==> src/switch_debounce_edge_hold_defines.svh <==
// ----------------------------------------------------------------------------
// Assertion macros for the switch debouncer
// Shared concurrent-assertion forms, clocked on clk and disabled in reset.
// ----------------------------------------------------------------------------
`ifndef SWITCH_DEBOUNCE_EDGE_HOLD_DEFINES_SVH
`define SWITCH_DEBOUNCE_EDGE_HOLD_DEFINES_SVH

// Same-cycle implication
`define SDEH_ASSERT_IMP(lbl, ante, cons) \
  lbl: assert property (@(posedge clk) disable iff (!rst_n) (ante) |-> (cons)) \
    else $error("sdeh assertion failed");

// Next-cycle implication
`define SDEH_ASSERT_NXT(lbl, ante, cons) \
  lbl: assert property (@(posedge clk) disable iff (!rst_n) (ante) |=> (cons)) \
    else $error("sdeh assertion failed");

`endif

==> src/sdeh_pkg.sv <==
// ----------------------------------------------------------------------------
// sdeh_pkg
// Types, operation codes and reset constants of the switch debouncer.
// ----------------------------------------------------------------------------
`timescale 1ns / 1ps
`default_nettype none

package sdeh_pkg;

  localparam int unsigned NUM_SWITCHES_DEF = 4;

  localparam int unsigned OP_W   = 3;
  localparam int unsigned RAW_W  = 4;
  localparam int unsigned TIME_W = 32;
  localparam int unsigned SWNUM_W = 4;
  localparam int unsigned CNT_W  = 8;
  localparam int unsigned PER_W  = 16;
  localparam int unsigned CFG_IDX_W = 1;
  localparam int unsigned CFG_DATA_W = 16;

  localparam logic [OP_W-1:0] OP_SAMPLE     = 3'd0;
  localparam logic [OP_W-1:0] OP_READ_STATE = 3'd1;
  localparam logic [OP_W-1:0] OP_READ_RISE  = 3'd2;
  localparam logic [OP_W-1:0] OP_READ_FALL  = 3'd3;
  localparam logic [OP_W-1:0] OP_HOLD_TEST  = 3'd4;

  localparam logic [CFG_IDX_W-1:0] REG_COUNTER_TOP   = 1'd0;
  localparam logic [CFG_IDX_W-1:0] REG_SAMPLE_PERIOD = 1'd1;

  localparam logic [CNT_W-1:0]  COUNTER_TOP_RST   = 8'd5;
  localparam logic [PER_W-1:0]  SAMPLE_PERIOD_RST = 16'd5;
  localparam logic [TIME_W-1:0] HOLD_NONE         = '1;

  // Per-switch debounce state
  typedef struct packed {
    logic [CNT_W-1:0]  count;
    logic              active;
    logic              rise;
    logic              fall;
    logic [TIME_W-1:0] hold_start;
  } sdeh_sw_t;

endpackage

`default_nettype wire

==> src/sdeh_unit.sv <==
// ----------------------------------------------------------------------------
// sdeh_unit
// Shared update unit: steps one switch for a sample or answers one query.
// ----------------------------------------------------------------------------
`timescale 1ns / 1ps
`default_nettype none

module sdeh_unit (
  input  logic [sdeh_pkg::OP_W-1:0]   op,
  input  logic                        pressed,
  input  logic [sdeh_pkg::CNT_W-1:0]  counter_top,
  input  logic [sdeh_pkg::TIME_W-1:0] time_now,
  input  logic [sdeh_pkg::TIME_W-1:0] hold_ms,
  input  sdeh_pkg::sdeh_sw_t          sw_in,
  output sdeh_pkg::sdeh_sw_t          sw_out,
  output logic                        answer
);

  logic [sdeh_pkg::CNT_W-1:0]  cnt;
  logic [sdeh_pkg::TIME_W-1:0] elapsed;

  assign elapsed = time_now - hold_ms;

  always_comb begin
    sw_out = sw_in;
    answer = 1'b0;
    cnt    = sw_in.count;
    unique case (op)
      sdeh_pkg::OP_SAMPLE: begin
        // Saturating integrator step
        if (pressed) begin
          if (sw_in.count < counter_top) cnt = sw_in.count + 8'd1;
        end else begin
          if (sw_in.count != '0) cnt = sw_in.count - 8'd1;
        end
        sw_out.count = cnt;
        if (cnt >= counter_top) begin
          if (!sw_in.active) begin
            sw_out.rise       = 1'b1;
            sw_out.fall       = 1'b0;
            sw_out.hold_start = time_now;
          end
          sw_out.active = 1'b1;
        end else if (cnt == '0) begin
          if (sw_in.active) begin
            sw_out.rise       = 1'b0;
            sw_out.fall       = 1'b1;
            sw_out.hold_start = sdeh_pkg::HOLD_NONE;
          end
          sw_out.active = 1'b0;
        end
      end
      sdeh_pkg::OP_READ_STATE: answer = sw_in.active;
      sdeh_pkg::OP_READ_RISE: begin
        answer      = sw_in.rise;
        sw_out.rise = 1'b0;
      end
      sdeh_pkg::OP_READ_FALL: begin
        answer      = sw_in.fall;
        sw_out.fall = 1'b0;
      end
      sdeh_pkg::OP_HOLD_TEST: begin
        if (sw_in.active && (time_now >= hold_ms) && (elapsed > sw_in.hold_start)) begin
          sw_out.hold_start = time_now;
          answer            = 1'b1;
        end
      end
      default: answer = 1'b0;
    endcase
  end

endmodule

`default_nettype wire

==> src/switch_debounce_edge_hold.sv <==
// ----------------------------------------------------------------------------
// switch_debounce_edge_hold
// Integrating-counter debouncer with edge latches and a hold-time test.
// ----------------------------------------------------------------------------
// Usage:
//   Command channel: drive in_* and raise start; the transaction is taken at
//   a clock edge with start high and busy low. busy stays high while the
//   item is worked on.
//   Result channel: out_valid is high for exactly one cycle with out_answer
//   and out_debounced_states; the receiver cannot stall, so every result
//   must be taken in that cycle.
//   Configuration: cfg_valid/cfg_ready write counter_top (index 0) or
//   sample_period (index 1); write only while the block is idle.
// Operation:
//   A sample that is applied walks the switches through one shared update
//   unit, one switch per cycle, in ST_LOOP after ST_CHECK.
//   A valid query uses the unit once, in ST_QUERY after ST_CHECK.
//   A skipped sample, bad switch number or unused code ends in ST_CHECK.
//   A new command is taken in the cycle its predecessor's result shows.
// Reset: rst_n (synchronous, active low) clears all integrators, flags and
//   the sample timer, sets hold starts to all ones and the registers to 5.
// ----------------------------------------------------------------------------
`timescale 1ns / 1ps
`default_nettype none

`include "switch_debounce_edge_hold_defines.svh"

module switch_debounce_edge_hold #(
  parameter int unsigned NUM_SWITCHES = sdeh_pkg::NUM_SWITCHES_DEF
) (
  input  logic                              clk,
  input  logic                              rst_n,
  // Command channel
  input  logic                              start,
  output logic                              busy,
  input  logic [sdeh_pkg::OP_W-1:0]         in_operation,
  input  logic [sdeh_pkg::RAW_W-1:0]        in_raw_levels,
  input  logic [sdeh_pkg::TIME_W-1:0]       in_time_now,
  input  logic [sdeh_pkg::SWNUM_W-1:0]      in_switch_number,
  input  logic [sdeh_pkg::TIME_W-1:0]       in_hold_ms,
  // Result channel
  output logic                              out_valid,
  output logic                              out_answer,
  output logic [sdeh_pkg::RAW_W-1:0]        out_debounced_states,
  // Configuration channel
  input  logic                              cfg_valid,
  output logic                              cfg_ready,
  input  logic [sdeh_pkg::CFG_IDX_W-1:0]    cfg_index,
  input  logic [sdeh_pkg::CFG_DATA_W-1:0]   cfg_data
);

  localparam int unsigned IDX_W = (NUM_SWITCHES > 1) ? $clog2(NUM_SWITCHES) : 1;

  // Sequencer states
  localparam logic [1:0] ST_IDLE  = 2'd0;
  localparam logic [1:0] ST_CHECK = 2'd1;
  localparam logic [1:0] ST_LOOP  = 2'd2;
  localparam logic [1:0] ST_QUERY = 2'd3;

  logic [1:0] state_r, state_nxt;
  logic [IDX_W-1:0] idx_r, idx_nxt;

  // Captured command
  logic [sdeh_pkg::OP_W-1:0]    op_r;
  logic [sdeh_pkg::RAW_W-1:0]   raw_r;
  logic [sdeh_pkg::TIME_W-1:0]  now_r;
  logic [sdeh_pkg::SWNUM_W-1:0] swnum_r;
  logic [sdeh_pkg::TIME_W-1:0]  hold_r;

  // Configuration and timer
  logic [sdeh_pkg::CNT_W-1:0]  counter_top_r;
  logic [sdeh_pkg::PER_W-1:0]  sample_period_r;
  logic [sdeh_pkg::TIME_W-1:0] next_sample_r, next_sample_nxt;

  // Per-switch state
  sdeh_pkg::sdeh_sw_t sw_r [NUM_SWITCHES];

  // Result registers
  logic                       out_valid_r;
  logic                       out_answer_r;
  logic [sdeh_pkg::RAW_W-1:0] out_states_r;

  logic                       accept;
  logic                       step;
  logic                       done;
  logic                       query_ok;
  logic [sdeh_pkg::SWNUM_W-1:0] idx_ext;
  logic                       pressed;
  logic                       unit_answer;
  sdeh_pkg::sdeh_sw_t         unit_out;
  logic [sdeh_pkg::RAW_W-1:0] states_nxt;

  assign accept    = start && !busy;
  assign busy      = (state_r != ST_IDLE);
  assign cfg_ready = !busy;

  // Only switches 1..4 have a raw input; the rest read as released
  assign idx_ext = sdeh_pkg::SWNUM_W'(idx_r);
  assign pressed = (idx_ext < 4'd4) && raw_r[idx_ext[1:0]];

  assign query_ok = (op_r >= sdeh_pkg::OP_READ_STATE) && (op_r <= sdeh_pkg::OP_HOLD_TEST) &&
                    (swnum_r >= 4'd1) &&
                    (swnum_r <= sdeh_pkg::SWNUM_W'(NUM_SWITCHES));

  sdeh_unit u_unit (
    .op          (op_r),
    .pressed     (pressed),
    .counter_top (counter_top_r),
    .time_now    (now_r),
    .hold_ms     (hold_r),
    .sw_in       (sw_r[idx_r]),
    .sw_out      (unit_out),
    .answer      (unit_answer)
  );

  // Sequencer: check the command, then walk or touch one switch
  always_comb begin
    state_nxt       = state_r;
    idx_nxt         = idx_r;
    next_sample_nxt = next_sample_r;
    step            = 1'b0;
    done            = 1'b0;
    unique case (state_r)
      ST_IDLE: begin
        if (accept) state_nxt = ST_CHECK;
      end
      ST_CHECK: begin
        if (op_r == sdeh_pkg::OP_SAMPLE) begin
          if (now_r > next_sample_r) begin
            next_sample_nxt = now_r + sdeh_pkg::TIME_W'(sample_period_r);
            idx_nxt         = '0;
            state_nxt       = ST_LOOP;
          end else begin
            done      = 1'b1;
            state_nxt = ST_IDLE;
          end
        end else if (query_ok) begin
          idx_nxt   = IDX_W'(swnum_r - 4'd1);
          state_nxt = ST_QUERY;
        end else begin
          done      = 1'b1;
          state_nxt = ST_IDLE;
        end
      end
      ST_LOOP: begin
        step = 1'b1;
        if (idx_r == IDX_W'(NUM_SWITCHES - 1)) begin
          done      = 1'b1;
          state_nxt = ST_IDLE;
        end else begin
          idx_nxt = idx_r + 1'b1;
        end
      end
      ST_QUERY: begin
        step      = 1'b1;
        done      = 1'b1;
        state_nxt = ST_IDLE;
      end
      default: state_nxt = ST_IDLE;
    endcase
  end

  // Debounced flags as they stand after this cycle's update
  for (genvar g = 0; g < sdeh_pkg::RAW_W; g++) begin : g_states
    if (g < NUM_SWITCHES) begin : g_real
      assign states_nxt[g] = (step && (idx_r == IDX_W'(g))) ? unit_out.active
                                                             : sw_r[g].active;
    end else begin : g_none
      assign states_nxt[g] = 1'b0;
    end
  end

  always_ff @(posedge clk) begin
    if (!rst_n) begin
      state_r         <= ST_IDLE;
      idx_r           <= '0;
      next_sample_r   <= '0;
      counter_top_r   <= sdeh_pkg::COUNTER_TOP_RST;
      sample_period_r <= sdeh_pkg::SAMPLE_PERIOD_RST;
      out_valid_r     <= 1'b0;
      for (int i = 0; i < NUM_SWITCHES; i++) begin
        sw_r[i].count      <= '0;
        sw_r[i].active     <= 1'b0;
        sw_r[i].rise       <= 1'b0;
        sw_r[i].fall       <= 1'b0;
        sw_r[i].hold_start <= sdeh_pkg::HOLD_NONE;
      end
    end else begin
      state_r       <= state_nxt;
      idx_r         <= idx_nxt;
      next_sample_r <= next_sample_nxt;
      out_valid_r   <= done;
      // Write back the switch the unit just handled
      if (step) sw_r[idx_r] <= unit_out;
      if (cfg_valid && cfg_ready) begin
        if (cfg_index == sdeh_pkg::REG_COUNTER_TOP) begin
          counter_top_r <= cfg_data[sdeh_pkg::CNT_W-1:0];
        end else if (cfg_index == sdeh_pkg::REG_SAMPLE_PERIOD) begin
          sample_period_r <= cfg_data;
        end
      end
    end
  end

  // Payload: capture the command on accept, the result on completion
  always_ff @(posedge clk) begin
    if (accept) begin
      op_r    <= in_operation;
      raw_r   <= in_raw_levels;
      now_r   <= in_time_now;
      swnum_r <= in_switch_number;
      hold_r  <= in_hold_ms;
    end
    if (done) begin
      out_answer_r <= (state_r == ST_QUERY) ? unit_answer : 1'b0;
      out_states_r <= states_nxt;
    end
  end

  assign out_valid            = out_valid_r;
  assign out_answer           = out_answer_r;
  assign out_debounced_states = out_states_r;

  // Checks
  `SDEH_ASSERT_NXT(a_accept_busy, accept, busy)
  `SDEH_ASSERT_IMP(a_result_idle, out_valid_r, state_r == ST_IDLE)
  `SDEH_ASSERT_NXT(a_single_pulse, out_valid_r, !out_valid_r)
  `SDEH_ASSERT_IMP(a_idx_range, state_r == ST_LOOP, idx_r <= IDX_W'(NUM_SWITCHES - 1))

endmodule

`default_nettype wire

==> config.mk <==
export PLATFORM = sky130hd
export DESIGN_NAME = switch_debounce_edge_hold
export DESIGN_NICKNAME = d
export VERILOG_FILES = /design/src/sdeh_pkg.sv /design/src/sdeh_unit.sv /design/src/switch_debounce_edge_hold.sv
export VERILOG_INCLUDE_DIRS = /design/src /design/src/src
export SDC_FILE = /design/constraint.sdc
export NUM_CORES = 1
export LEC_CHECK = 0
export BUFFER_PORTS_ARGS = -buffer_cell sky130_fd_sc_hd__buf_2
export CAP_MARGIN = 20
export CORE_MARGIN = 4
export CORE_UTILIZATION = 55
export DETAILED_ROUTE_END_ITERATION = 12
export PLACE_DENSITY = 0.73
export RECOVER_POWER = 50
export SLEW_MARGIN = 20
export SYNTH_ARGS = -nofsm -noshare
export SYNTH_HDL_FRONTEND = slang
export SYNTH_HIERARCHICAL = 1
export SYNTH_SLANG_ARGS = --single-unit
export TNS_END_PERCENT = 30
==> constraint.sdc <==
create_clock -name clk -period 17.7 [get_ports clk]
set_input_delay 2.655 -clock clk [delete_from_list [all_inputs] [get_ports clk]]
set_output_delay 2.655 -clock clk [all_outputs]
set_load 0.02 [all_outputs]
# Word-level counts from Yosys, hierarchy flattened
# Memories as Yosys holds them, arrays and structs flattened. A register that Yosys moved wholly into a read port is not among the register bits.
# Index checks and enable logic that the tools add are counted.
dict set report classes {
  muxes 47
  n_addsub 6
  n_bitwise 1
  n_reduce_logical 27
  eq_ne 15
  n_lt_le_gt_ge 11
}
# op count
set ops {}
lappend ops {{two-way mux 35 bit} 2}
lappend ops {{two-way mux 34 bit} 2}
lappend ops {{greater-than comparator 32 bit} 2}
lappend ops {{one-hot mux 32 bit (2 select lines)} 1}
lappend ops {{two-way mux 43 bit} 1}
lappend ops {{OR reduction 43 bit} 1}
lappend ops {{adder 32 x 16 -> 32 bit} 1}
lappend ops {{greater-or-equal comparator 32 bit} 1}
lappend ops {{two-way mux 32 bit} 1}
lappend ops {{two-way mux 8 bit} 4}
lappend ops {{subtractor 32 bit} 1}
lappend ops {{two-way mux 2 bit} 12}
lappend ops {{two-way mux 1 bit} 16}
lappend ops {{logical AND 1 bit} 12}
lappend ops {{two-way mux 9 bit} 1}
lappend ops {{adder 8 x 1 -> 8 bit, second input constant} 1}
lappend ops {{== test 2 bit, second input constant} 4}
lappend ops {{greater-or-equal comparator 8 bit} 1}
lappend ops {{logical NOT 8 bit} 1}
lappend ops {{< comparator 8 bit} 1}
lappend ops {{one-hot mux 2 bit (4 select lines)} 1}
lappend ops {{nonzero test 8 bit} 1}
lappend ops {{subtractor 8 x 1 -> 8 bit, second input constant} 1}
lappend ops {{== test 3 x 2 -> 1 bit, second input constant} 2}
lappend ops {{26 further kinds} 36}
dict set report word_totals {
  mem_bits_rw 172
  output_inout_bits 8
  input_bits 96
  memories 1
  reg_bits 141
  word_cells 121
}
# name words width read_ports rd_ports_with_merged_regs write_ports line
set mem_list {}
lappend mem_list {sw_r 4 43 5 1 4 switch_debounce_edge_hold.sv:76} ;# sdeh_pkg::sdeh_sw_t sw_r [NUM_SWITCHES];

# Depth between registers and ports, before layout
dict set report depth {
  word_depth 10
  mapped_depth 25
  depth_no_buf 23
}

# By module
# The synthesis kept the hierarchy.
# mod area_each_um2 seq_area_each_um2 instances cells_per_inst
set modules_own_cells {}
lappend modules_own_cells {switch_debounce_edge_hold 14251.2 8828.5 1 1091}
lappend modules_own_cells {sdeh_unit 4453.0 0.0 1 667}

# Least setup slack after synthesis
# OpenSTA, ideal clock, no wires.
dict set report synth_timing {
  path_kind {register to register}
  startpoint {register with a tool-made name}
  endpoint {memory sw_r[0][10] (netlist bit), data pin}
  setup_slack_ns 12.073
  setup_ns 0.265
  t_required_ns 17.435
  period_less_slack_ns 5.627
  n_path_buf 5
  t_arrival_ns 5.361
  stages_incl_launch_ff 23
  cell_sequence {dfxtp_1 > clkbuf_1 > buf_1 > mux4_2 > ha_1 > a21oi_1 > o21ai_0 > a211oi_1 > clkbuf_1 > nor2_1 > xnor2_1 > ha_1 > nand2b_1 > a21o_1 > a21oi_1 > or3_1 > nand3_1 > o211ai_1 > clkbuf_1 > clkbuf_1 > o211ai_1 > o21ai_1 > or3_1}
}
# item line
set synth_rtl {}
lappend synth_rtl {{end, declared} switch_debounce_edge_hold.sv:76}

==> results.md <==
* DR WL/cell at 22.0 um
* Syn Inst Count at 1,758
* Fillers at 2,750
* Slowest stage delay, CP at 1.07 ns
* Vias in the first global route at 14,140
* Layout Utilization at 0.619
* Clock Path Buffers at 3
* Top FF cell, synth: edfxtp_1
* Worst hold path stage count at 2
* Crit end category: flip-flop
* I/O Pins at 104
* WHS Endpoint: next_sample_r[11]
* RSZ-0062 raised after global routing: false
* Seq/Total Area, Yosys at 0.472
* Final setup vio count at 0
* Worst slew pin tran at 4.99 ns
* Die Width at 192 um
* Core ar. at 33,500 sq um
* Inserted Clock Buffers at 36
* Slew HR at -2.33
* Clock Latency Late Sink at 0.54 ns
* Power share of the sequential group at 0.444
* CTS tree: built
* All-Layer GR Usage at 0.271
* PD cells at 92.5 nW/um^2
* Synthesized flop and latch total at 315
* Final Hold Vio Count at 0
* Core Rows at 67
* Status: finished, violations left
* Register area at 8830 sq um
* DR vias at 14,485
* Switching pwr at 529 uW
* HP Class: reg -> reg
* First-pass DRT Iterations at 5
* Clock-pin slew on the worst setup and hold paths at 0.06 ns
* # port buffers at 103
* Final ANT Viol Nets at 0
* Synth unique cells at 80
* Total setup buffers inserted after CTS at 0
* Clock Sinks at 315
* Violated checks: max-capacitance violations, max-slew violations
* Diode count at 0
* Placed cells at 2,243
* Post-layout min period at 7.94 ns
* Sum Neg Setup Slack at 0 ns
* First-pass GRT wire length at 77,900 um
* Worst Path Arrival at 8.22 ns
* Fin Clk Skew at 0.0236 ns
* Worst R2R Path Depth at 22
* Post-CTS Resized at 0
* Initial antenna violation count at 0
* Post-Route WL at 50,700 um
* Critical path's slowest cell: nand3_1
* Crit Path Max Fanout at 24
* Post-synth EDFFs at 252
* Max-slew violation count at 338
* CP cell instances: inv_1, ha_1, fa_1, nor2b_1, o21ai_0, a211oi_1, o21ai_0, a21oi_1, a21oi_1, o21ai_0, or4_1, nand3_1, ha_1, nand4_1, nor4_1, o31a_1, o21ai_0, a211oi_1, nand3_1, o211ai_1, o21ai_1, or3_1
* Total gr overflow at 0
* # hold bufs at CTS at 0
* Hpwl dp at 34,400 um
* Yosys warns at 6
* R2R setup slack at 9.76 ns
* Initial Util at 0.558
* Most frequent cells in the layout: 252 x edfxtp_1, 143 x nand2_1, 138 x or3_1, 137 x ha_1, 132 x inv_1
* Layout net count at 2,069
* VDD IR max at 84.4 uV
* Hold WS at 0.457 ns
* Worst r2r src: now_r[0]
* Ys async rst share at 0
* Final period utilization at 0.449
* Worst setup path category: reg -> reg
* Peak Freq at 126 MHz
* Net Sw Frac at 0.275
* CTS root buf: clkbuf_16
* Area grow syn2layout at 11.0%
* Internal power at 1.39 mW
* Crit path launch type: flip-flop
* Hold path start: next_sample_r[11]
* Post-Place Setup Slack at 10.16 ns
* Number of max-cap violations at 7
* Most common cell on crit path: o21ai_0
* Die area at 37,000 sq um
* DR iter-0 viols at 1,296
* Clock power share at 0.396
* Commonest non-fill, non-tap cell in the layout: edfxtp_1
* Syn_nets at 1,993
* Layout Cells excl Fill at 2,310
* Residual DRC at 0
* Final setup margin at 9.76 ns
* H-Tree Depth at 2
* Via density at 6.27
* Area of the multi-input gates at 9020 sq um
* Largest net degree at the start of global routing at 76
* Netlist Area Pre-Place at 18,700 sq um
* Reg2reg end: sw_r[1][7]
* Syn Area/Cell at 10.6 sq um
* Lkg Pwr at 7.54 nW
* Die H at 192 um
* Required @ worst endpoint at 17.97 ns
* Placer Congestion at 0.958
* Gate power share at 0.160
* Layout cells sized above 1 at 0.139
## power groups by stage
stage	sequential (mW)	combinational, mW	clock, mW
5_1_grt	0.854	0.339	0.802
3_5_place_dp	0.863	0.301	0
4_1_cts	0.848	0.304	0.770
2_1_floorplan	0.852	0.220	0
6_report	0.852	0.308	0.760
3_3_place_gp	0.863	0.295	0
## kinds of logic after synthesis
kind of cell / share of synthesized area
flip-flops: 0.472
buffers and inverters: 0.0468
adder cells (fa/ha/maj): 0.0938
AO/OA/AOI/OAI: 0.151
XOR/XNOR: 0.0220
AND/OR/NAND/NOR: 0.158
multiplexers: 0.0565
## stage by stage
| step | power [mW] | instance area [sq um] |
|---|---|---|
| 3_3_place_gp | 1.16 | 19600 |
| 3_5_place_dp | 1.16 | 19600 |
| 5_1_grt | 1.99 | 20800 |
| 6_report | 1.92 | 20800 |
| 4_1_cts | 1.92 | 20800 |
| 2_1_floorplan | 1.07 | 18700 |
## synth_stat cells, types with 5 or more instances
| cell type | instances | share of area |
|---|---|---|
| and4_1 | 5 | 0.0023 |
| mux4_2 | 44 | 0.053 |
| xor2_1 | 21 | 0.0098 |
| a211oi_1 | 40 | 0.016 |
| buf_1 | 5 | 0.0010 |
| buf_6 | 6 | 0.0036 |
| a221o_1 | 5 | 0.0027 |
| a21oi_1 | 130 | 0.035 |
| or3_1 | 138 | 0.046 |
| nor3_1 | 33 | 0.0088 |
| edfxtp_1 | 252 | 0.40 |
| and3_1 | 13 | 0.0043 |
| or2_2 | 6 | 0.0020 |
| o21bai_1 | 5 | 0.0020 |
| a32oi_1 | 9 | 0.0042 |
| ha_1 | 137 | 0.092 |
| a21o_1 | 34 | 0.014 |
| and2_1 | 49 | 0.016 |
| o31ai_1 | 6 | 0.0024 |
| o21a_1 | 8 | 0.0032 |
| nor2_1 | 68 | 0.014 |
| o21ai_0 | 72 | 0.019 |
| nand2_1 | 147 | 0.030 |
| nand2b_1 | 8 | 0.0027 |
| nand3_1 | 25 | 0.0067 |
| nand4_1 | 24 | 0.0080 |
| inv_1 | 133 | 0.027 |
| a31oi_1 | 15 | 0.0050 |
| o211ai_1 | 32 | 0.013 |
| o21ai_2 | 8 | 0.0037 |
| o21ai_1 | 23 | 0.0062 |
| nor2b_1 | 10 | 0.0033 |
| clkbuf_1 | 70 | 0.014 |
| dfxtp_1 | 63 | 0.067 |
| xnor2_1 | 26 | 0.012 |
## layer usage
layer | GRT usage | vias to the layer above | routed length [um]
met5 | 0 | - | 0
met3 | 0.0517 | 102 | 4060
met2 | 0.444 | 612 | 23900
met4 | 0.100 | 0 | 1820
met1 | 0.362 | 6999 | 20900
li1 | - | 6772 | -
## critical path, delay by kind of cell (launching register included)
kind	cells	cell delay (ns)
compound gates	11	3.64
simple gates	7	2.52
buf+inv	1	0.11
flops	1	0.46
fa+ha+maj	3	0.95
## worst max-delay path by stage
| stage | start | end | slack, ns | depth (start not counted) |
|---|---|---|---|---|
| 5_1_grt | now_r[0] | sw_r[1][7] | 9.47 | 22 |
| 2_1_floorplan | flip-flop | sw_r[0][10] | 12.07 | 22 |
| 3_3_place_gp | now_r[0] | sw_r[1][7] | 10.32 | 22 |
| 6_report | now_r[0] | sw_r[1][7] | 9.76 | 22 |
| 3_5_place_dp | now_r[0] | sw_r[2][7] | 10.16 | 22 |
| 4_1_cts | now_r[0] | sw_r[1][7] | 10.10 | 22 |
## final cells by class
class / instances / share of cell area
multi-input cells: 1224 / 0.435
flip-flops and latches: 315 / 0.425
clock buffers: 44 / 0.0468
repair buffers: 124 / 0.0311
well taps: 448 / 0.0270
inverters: 133 / 0.0241
clock inverters: 22 / 0.0110
## flip-flops by register name (all words and copies together), names as in the netlist, named ones only
name,flops
idx_r,2
state_r,2
out_answer,1
raw_r,4
now_r,32
sample_period_r,16
out_valid,1
sw_r,172
hold_r,32
op_r,3
counter_top_r,8
out_debounced_states,4
next_sample_r,32
swnum_r,4
Note: power is estimated with default switching activity, not from simulation.
